$ cat src/rtl/tvm_pkg.sv
// ----------------------------------------------------------------------------
// tvm_pkg
// Shared types, widths and constants of the tracker voice mixer.
// ----------------------------------------------------------------------------
package tvm_pkg;

  localparam int SAMPLE_MEM_DEPTH_DEF = 65536;
  localparam int VOICES_DEF           = 4;

  localparam int ADDR_W = 16;
  localparam int LEN_W  = 17;
  localparam int VOL_W  = 8;
  localparam int POS_W  = 33;
  localparam int STEP_W = 32;
  localparam int PER_W  = 12;
  localparam int RATE_W = 17;
  localparam int SMP_W  = 16;
  localparam int ACC_W  = 18;

  localparam int DIV_NUM_W = 38;
  localparam int DIV_DEN_W = 29;
  localparam int DIV_CNT_W = 6;

  localparam logic [DIV_NUM_W-1:0] PITCH_NUM    = {22'd3546895, 16'd0};
  localparam logic [RATE_W-1:0]    RATE_RESET   = 17'd44100;
  localparam logic [PER_W-1:0]     PERIOD_LIMIT = 12'd2000;
  localparam logic [VOL_W-1:0]     VOL_MAX      = 8'd64;
  localparam logic [LEN_W-1:0]     LEN_MAX      = 17'd65536;
  localparam logic signed [ACC_W-1:0] MIX_MAX   = 18'sd28000;
  localparam logic signed [ACC_W-1:0] MIX_MIN   = -18'sd28000;

  typedef enum logic [1:0] {
    KIND_WRITE = 2'd0,
    KIND_NOTE  = 2'd1,
    KIND_MIX   = 2'd2,
    KIND_NONE  = 2'd3
  } kind_t;

  typedef enum logic {
    CFG_PLAYING = 1'b0,
    CFG_RATE    = 1'b1
  } cfg_idx_t;

  typedef enum logic [3:0] {
    S_IDLE, S_WADDR, S_NRD, S_NUPD, S_NMUL, S_NDIV,
    S_MRD, S_MCHK, S_MLOOP, S_MADR, S_MSMP, S_EMIT
  } state_t;

  typedef struct packed {
    logic              active;
    logic              has_sample;
    logic [ADDR_W-1:0] start;
    logic [LEN_W-1:0]  length;
    logic [ADDR_W-1:0] loop_start;
    logic [LEN_W-1:0]  loop_length;
    logic              looping;
    logic [VOL_W-1:0]  volume;
    logic [POS_W-1:0]  position;
    logic [STEP_W-1:0] step;
  } voice_t;

  typedef struct packed {
    logic                 start;
    logic [DIV_NUM_W-1:0] num;
    logic [DIV_CNT_W-1:0] nbits;
    logic [DIV_DEN_W-1:0] den;
  } div_req_t;

  typedef struct packed {
    logic                 done;
    logic [DIV_NUM_W-1:0] quo;
    logic [DIV_DEN_W-1:0] rem;
  } div_rsp_t;

  function automatic logic [LEN_W-1:0] clamp_len(input logic [LEN_W-1:0] x);
    return (x > LEN_MAX) ? LEN_MAX : x;
  endfunction

  function automatic logic [SMP_W-1:0] clamp_mix(input logic signed [ACC_W-1:0] x);
    logic signed [ACC_W-1:0] y;
    y = x;
    if (x > MIX_MAX) y = MIX_MAX;
    if (x < MIX_MIN) y = MIX_MIN;
    return y[SMP_W-1:0];
  endfunction

endpackage

$ cat src/rtl/tvm_div.sv
// ----------------------------------------------------------------------------
// tvm_div
// Radix-2 restoring divider, one quotient bit per cycle, variable length.
// ----------------------------------------------------------------------------
module tvm_div import tvm_pkg::*; (
  input  logic     clk,
  input  logic     rst_n,
  input  div_req_t req,
  output div_rsp_t rsp
);

  logic                 busy_r;
  logic                 done_r;
  logic [DIV_CNT_W-1:0] cnt_r;
  logic [DIV_NUM_W-1:0] num_r;
  logic [DIV_NUM_W-1:0] quo_r;
  logic [DIV_DEN_W-1:0] rem_r;
  logic [DIV_DEN_W-1:0] den_r;
  logic [DIV_DEN_W:0]   trial;
  logic                 ge;
  logic [DIV_DEN_W-1:0] rem_nxt;
  logic [DIV_CNT_W-1:0] shamt;

  assign trial   = {rem_r, num_r[DIV_NUM_W-1]};
  assign ge      = trial >= {1'b0, den_r};
  assign rem_nxt = ge ? DIV_DEN_W'(trial - {1'b0, den_r}) : DIV_DEN_W'(trial);
  assign shamt   = DIV_CNT_W'(DIV_NUM_W) - req.nbits;

  always_ff @(posedge clk) begin
    if (!rst_n) begin
      busy_r <= 1'b0;
      done_r <= 1'b0;
      cnt_r  <= '0;
    end else begin
      done_r <= 1'b0;
      if (req.start) begin
        busy_r <= 1'b1;
        cnt_r  <= req.nbits;
      end else if (busy_r) begin
        cnt_r <= cnt_r - 1'b1;
        if (cnt_r == DIV_CNT_W'(1)) begin
          busy_r <= 1'b0;
          done_r <= 1'b1;
        end
      end
    end
  end

  always_ff @(posedge clk) begin
    if (req.start) begin
      num_r <= req.num << shamt;
      den_r <= req.den;
      rem_r <= '0;
      quo_r <= '0;
    end else if (busy_r) begin
      num_r <= {num_r[DIV_NUM_W-2:0], 1'b0};
      rem_r <= rem_nxt;
      quo_r <= {quo_r[DIV_NUM_W-2:0], ge};
    end
  end

  assign rsp.done = done_r;
  assign rsp.quo  = quo_r;
  assign rsp.rem  = rem_r;

endmodule

$ cat config.mk
export PLATFORM = sky130hd
export DESIGN_NAME = tvm_div
export DESIGN_NICKNAME = d
export VERILOG_FILES = /design/src/rtl/tvm_pkg.sv /design/src/rtl/tvm_div.sv
export SDC_FILE = /design/constraint.sdc
export NUM_CORES = 1
export LEC_CHECK = 0
export BUFFER_PORTS_ARGS = -buffer_cell sky130_fd_sc_hd__buf_2
export CORE_ASPECT_RATIO = 1.1
export CORE_MARGIN = 2
export CORE_UTILIZATION = 55
export DETAILED_ROUTE_END_ITERATION = 10
export PLACE_DENSITY_LB_ADDON = 0.15
export SLEW_MARGIN = 10
export SYNTH_ARGS = -nofsm -noshare
export SYNTH_HDL_FRONTEND = slang
export SYNTH_SLANG_ARGS = --single-unit
$ cat constraint.sdc
create_clock -name clk -period 5.5 [get_ports clk]
set_clock_uncertainty 0.05 [all_clocks]
set_input_delay 0.825 -clock clk [delete_from_list [all_inputs] [get_ports clk]]
set_output_delay 0.825 -clock clk [all_outputs]
set_load 0.01 [all_outputs]
==> results of run 1 <==
cell families after synthesis:
| kind of cell | count (synthesis) |
|---|---|
| buffers and inverters | 104 |
| and+or+nand+nor | 286 |
| DFF | 142 |
| adders and majority gates | 33 |
| xor gates and xnor gates | 36 |
| muxes | 101 |
| AOI/OAI and AO/OA | 249 |
registers in the layout, indices dropped and copies added, names as in the netlist:
signal / cells
quo_r: 38
rem_r: 29
cnt_r: 6
busy_r: 1
den_r: 29
num_r: 38
done_r: 1
synth_stat cells (12+ instances only):
cell type  instances
nand2_1           88
ha_1              32
nand3_1           12
a21oi_1           75
xnor2_1           15
inv_1             39
o211ai_1          14
a211oi_1          31
edfxtp_1          67
o2bb2ai_1         26
mux4_2            17
xor2_1            21
mux2i_1           73
o21ai_0           31
a21o_1            12
nor3_1            13
dfxtp_1           75
buf_2             12
nor2_1           120
clkbuf_1          44
power by group through the flow:
stage               registers (mW)  logic, mW  clock network (mW)
detailed placement            1.27      0.825                   0
global route                  1.26      0.926                1.20
global placement              1.27      0.816                   0
floorplan                     1.27      0.621                   0
CTS                           1.25      0.831                1.15
finish                        1.25      0.835                1.14
per-stage QoR:
| step | util [%] | hold slack (ps) | setup slack, ps | instances |
|---|---|---|---|---|
| 5_1_grt | 65.3 | 485 | 1240 | 1274 |
| 3_5_place_dp | 61.6 | 430 | 1550 | 1243 |
| 2_1_floorplan | - | 447 | 2380 | 951 |
| 3_3_place_gp | 61.6 | 419 | 1560 | 1243 |
| 6_report | 65.3 | 443 | 1560 | 1274 |
| 4_1_cts | 65.3 | 448 | 1590 | 1274 |
layer usage:
layer	vias to the layer above	GRT usage [%]	wire (um)
li1	3709	-	-
met1	3538	30.6	8730
met2	216	43.9	11000
met3	45	4.31	1170
met4	0	9.88	599
met5	-	0	0
worst max path at each step:
stage                             endpoint  slack, ps  cells after the start
floorplan              num_r[33]$_DFFE_PP_       2380                     11
global placement       num_r[21]$_DFFE_PP_       1560                      8
detailed placement     num_r[31]$_DFFE_PP_       1550                     11
CTS                  rem_r[9]$_SDFFE_PP0P_       1590                     13
global route        rem_r[12]$_SDFFE_PP0P_       1240                     14
finish              rem_r[12]$_SDFFE_PP0P_       1560                     14
final cells by class:
type | instances | share of cell area, %
flip-flops and latches | 142 | 34.2
multi-input cells | 705 | 48.3
clock inverters | 9 | 0.926
repair buffers | 155 | 7.87
inverters | 41 | 1.50
well taps | 200 | 2.44
clock buffers | 22 | 4.75
worst register-to-register path, stage by stage (launching register included):
cell and delay (ps):
edfxtp_1 420, inv_1 80, ha_1 160, inv_1 50, fa_1 410, a21o_1 220
a221oi_2 390, nor2_2 110, nor3_2 220, o41a_1 260, o21ba_2 730, buf_4 350
nor2_1 70, a21oi_1 140, a211oi_1 90
==> impl_results.md, run 1 <==
- Synthesized cell area: 0.00887 sq mm
- WHS Path Cells: 2
- First-pass GRT wire length: 34.5 mm
- Simple-Gate Fraction of Synth Area: approximately 14%
- DRC: 0
- Core area: 0.0157 sq mm
- Die X: about 130 um
- Wire per inst: 16.8 um
- Post-layout min period: ~4000 ps
- Starting density of the core: a little under three fifths
- Reg area: roughly 0.0035 sq mm
- Ys async rst share: 0%
- Area occupied by multi-input gates: 0.00496 sq mm
- CTS root buf: clkbuf_16
- Antenna violations before repair: 0
- Worst setup SP type: flop
- Number of synthesized flops with an enable pin: 67
- Overflow left after global routing: 0
- RSZ-0062 raised after global routing: no
- Sw Ratio: between 30% and 40%
- Post-synthesis sequential area ratio: 39.6%
- Power Density: between 300 and 400 mW/mm^2
- Int Pwr: 2.23 mW
- Clock Sinks: 142
- Post_cts resized: 0
- Pleak: 4.49 nW
- Least-Margin Pin Slew: 1070 ps
- Max Fanout on Critical Path: 38
- Most frequent cells in the layout: buf_2 (142), nor2_1 (120), nand2_1 (88), a21oi_1 (75), dfxtp_1 (74)
- Synth area leaders: edfxtp_1 (23%), dfxtp_1 (17%), mux2i_1 (8.2%), nor2_1 (5.1%), ha_1 (4.5%)
- Starting DRC count in detailed routing: ~630
- CP Launch Point: num_r[37]$_DFFE_PP_
- Worst EP arrival: 4140 ps
- Clock Path Buffers: 2
- Synth Area in Adders: 4.74%
- # port buffers: between 100 and 150
- Crit path required time: between 5000 and 6000 ps
- CP cell instances: inv_1, ha_1, inv_1, fa_1, a21o_1, a221oi_2, nor2_2, nor3_2, o41a_1, o21ba_2, buf_4, nor2_1, a21oi_1, a211oi_1
- Worst R2R Setup Slack: 1560 ps
- Slowest stage delay, CP: 730 ps
- Max_slew headroom: between 20% and 30%
- Crit. End Element: flop
- Post-DP HPWL: 15.5 mm
- Total track usage: 24.9%
- Main synth FF type: dfxtp_1
- Highest Clock Rate: 254 MHz
- H-tree levels: 4
- Share of power burned in the clock network: 35.3%
- Pin count of the biggest net entering global routing: 85
- RePlAce Congestion: between 0.9 and 1
- Core Rows: 48
- Layout Nets: between 1000 and 1500
- Post-CTS Setup Inserts: 0
- DR pass1 iterations: 7
- Share of power burned in registers: 38.8%
- Mux cell area share after synthesis: 13.9%
- Die height: ~140 um
- Commonest non-fill, non-tap cell in the layout: buf_2
- Hold worst-path end: quo_r[37]$_SDFFE_PP0P_
- Synth unique cells: 64
- Complex-gate fraction of the synthesized area: 19.1%
- Leading area contributor after synthesis: edfxtp_1
- Final-report setup violation count: 0
- P&R area growth vs syn: 15.8%
- R2r startpoint: num_r[37]$_DFFE_PP_
- Final hold vios: 0
- Setup CP Type: flop to flop
- Most used cell, CP: inv_1
- Largest family of logic cells by synthesized area: compound AO/OA/AOI/OAI gates
- Hold path startpoint: quo_r[37]$_SDFFE_PP0P_
- R2R depth: 14
- Fin. max-slew vios: 0
- Sw Pwr: 0.995 mW
- Hold-fix buffers, CTS: 0
- Slowest cell on crit path: o21ba_2
- Outcome: completed
- Period utilisation layout: between 70 and 80%
- Via count: 7508
- Vias in the first global route: 7004
- Max_cap viols: 0
- Num CTS Buffers: 17
- Layout cells sized above 1: about a fifth
- CP bufs+invs: 3
- WL final: roughly 21 mm
- Inserted Diodes: 0
- Clock Latency Late Sink: 430 ps
- Hold Path Class: flop to flop
- Fillers: ~1300
- Post-Syn Instances: 951
- Top delay family on crit path: compound AO/OA/AOI/OAI gates
- Total chip power: 3.22 mW
- Antenna-violating nets left: 0
- Mean post-synth cell area: 9.33 sq um
- Cell Area, Placed: 0.00969 sq mm
- Post-Synth XOR/XNOR Area: ~3.6%
- Die area: 0.0172 sq mm
- Worst reg2reg path endpoint: rem_r[12]$_SDFFE_PP0P_
- Final instance area: 0.0103 sq mm
- CTS tree: done
- FF+latch count, synth: 142
- Logic pwr share: 25.9%
- IO Pins: 144
- Clk slew on worst S/H paths: 60 ps
- Mapped Nets: 1060
- Synth top area share: between 20% and 30%
- Setup TNS Final: 0 ps
- Drt via density: 5.89
- Warnings from Yosys: 0
- Max VDD drop: about 0.23 mV
No activity file was read; power rests on OpenSTA's default activity.
==> inputs of run 2 (changes only) <==
Settings changed: CORE_UTILIZATION 55 to 52.
Clock period 5.5 ns to 3.4 ns, I/O delays scaled along.
==> impl_results.md, run 2 (synthesized netlist as in run 1, its figures left out) <==
- P&R area growth vs syn: 17.4%
- Core area: 0.0169 sq mm
- DR pass1 iterations: 7
- Die X: 129 um
- Post-layout min period: 3150 ps
- Inserted Diodes: 0
- Max Fanout on Critical Path: 3
- Antenna violations before repair: 0
- Overflow left after global routing: 0
- Max_cap viols: 0
- Total track usage: about a quarter
- Post-layout util: around 62%
- Logic pwr share: 27.1%
- Num CTS Buffers: 17
- Setup CP Type: flop to flop
- Hold Worst Slack: 207 ps
- Drt via density: approximately 5.7
- RePlAce Congestion: 0.893
- Clock Path Buffers: 2
- Starting DRC count in detailed routing: 473
- Wire per inst: 16.4 um
- Sw Pwr: between 1.5 and 2 mW
- Most used cell, CP: inv_1
- Final hold vios: 0
- Die height: 141 um
- Clk slew on worst S/H paths: 60 ps
- Core Rows: 50
- Post_cts resized: 0
- Post-CTS Setup Inserts: 0
- IO Pins: 144
- H-tree levels: 4
- Clock Sinks: ~140
- Hold-fix buffers, CTS: 0
- Antenna-violating nets left: 0
- Share of power burned in the clock network: roughly a third
- Fin. max-slew vios: 0
- Sw Ratio: 32.1%
- Least-Margin Pin Slew: about 880 ps
- Crit path required time: 3680 ps
- Worst setup SP type: flop
- Via count: about 7500
- RSZ-0062 raised after global routing: no
- Final instance area: roughly 0.010 sq mm
- Final-report setup violation count: 0
- Layout Nets: 1188
- Crit. End Element: flop
- Period utilisation layout: 92.5%
- Starting density of the core: ~53%
- CP cell instances: inv_1, ha_1, inv_1, fa_1, a21o_1, a221oi_2, nor2_2, nor3_2, o21ai_0, a311o_1, xor2_1, mux2i_1, a211oi_1
- Max VDD drop: approximately 0.4 mV
- Placed Cells incl. Taps: 1268
- First-pass GRT wire length: 34.8 mm
- Max_slew headroom: 41.3%
- Commonest non-fill, non-tap cell in the layout: buf_2
- Pin count of the biggest net entering global routing: 97
- Power Density: about 490 mW/mm^2
- Int Pwr: 3.48 mW
- CTS root buf: clkbuf_16
- Setup TNS Final: 0 ps
- Highest Clock Rate: 318 MHz
- Outcome: completed
- Post-DP HPWL: 15.5 mm
- Slowest cell on crit path: a311o_1
- Die area: 0.0181 sq mm
- Worst EP arrival: 3430 ps
- Slowest stage delay, CP: approximately 420 ps
- Pleak: 4.56 nW
- Clock Latency Late Sink: around 420 ps
- Non-filler cells, final: 1300
- Vias in the first global route: 7152
- CTS tree: done
- Cell Area, Placed: 0.00987 sq mm
- Most frequent cells in the layout: buf_2 (142), nor2_1 (120), nand2_1 (88), a21oi_1 (75), dfxtp_1 (74)
- Layout cells sized above 1: a little under a quarter
- Share of power burned in registers: roughly two fifths
- WL final: between 20 and 25 mm
- Largest regs: num_r (38), quo_r (38)
- Pre-CTS setup slack: approximately 260 ps
- Hold Path Class: input port to flop
- # port buffers: roughly 140
- DRC: 0
- Total chip power: 5.12 mW
- PnR worst setup slack: around 250 ps
-- run 2: cell types whose count changed in the layout (fill, tap and decap cells not counted), moves of 2 or more --
cell,before,now
buf_12,0,4
buf_4,13,25
inv_8,0,2
clkbuf_16,19,17
inv_4,2,0
clkinvlp_4,0,4
-- run 2: path summary, 6_finish.rpt --
check / from / end / slack [ps] / cells past startpoint
worst min-delay path: req[6] / den_r[6]$_DFFE_PP_ / 210 / 1
worst min register to register: quo_r[37]$_SDFFE_PP0P_ / quo_r[37]$_SDFFE_PP0P_ / 450 / 2
worst max register to register: num_r[37]$_DFFE_PP_ / rem_r[18]$_SDFFE_PP0P_ / 250 / 13
worst max-delay path: num_r[37]$_DFFE_PP_ / rem_r[18]$_SDFFE_PP0P_ / 250 / 13
-- run 2: routing by layer --
| metal | track usage [%] | share of wire (%) | vias to the layer above |
|---|---|---|---|
| met3 | 4.33 | 3.5 | 39 |
| met4 | 7.78 | 2.1 | 0 |
| met5 | 0 | 0 | - |
| li1 | - | - | 3745 |
| met2 | 43.6 | 52 | 158 |
| met1 | 28.8 | 43 | 3516 |
-- run 2: worst max-delay path: cells and delay by family, from the launching register on --
kind | cells | cell delay (ps)
compound gates | 5 | 1470
mux | 1 | 80
simple gates | 2 | 290
flops | 1 | 380
buf+inv | 2 | 120
fa+ha+maj | 2 | 550
xor+xnor | 1 | 130
-- run 2: power groups by stage --
stage	Clock (mW)	Sequential (mW)	Combinational, mW
2_1_floorplan	0	2.05	1.00
3_3_place_gp	0	2.07	1.36
5_1_grt	1.82	2.05	1.54
4_1_cts	1.74	2.03	1.38
6_report	1.70	2.03	1.39
3_5_place_dp	0	2.07	1.37
-- run 2: cell type report --
type                    count  area (sq um)
clock buffers              18           429
multi-input cells         705          4960
repair buffers            172           990
flip-flops and latches    142          3520
fillers                  1487          6470
clock inverters            14           110
inverters                  41           154
well taps                 208           260
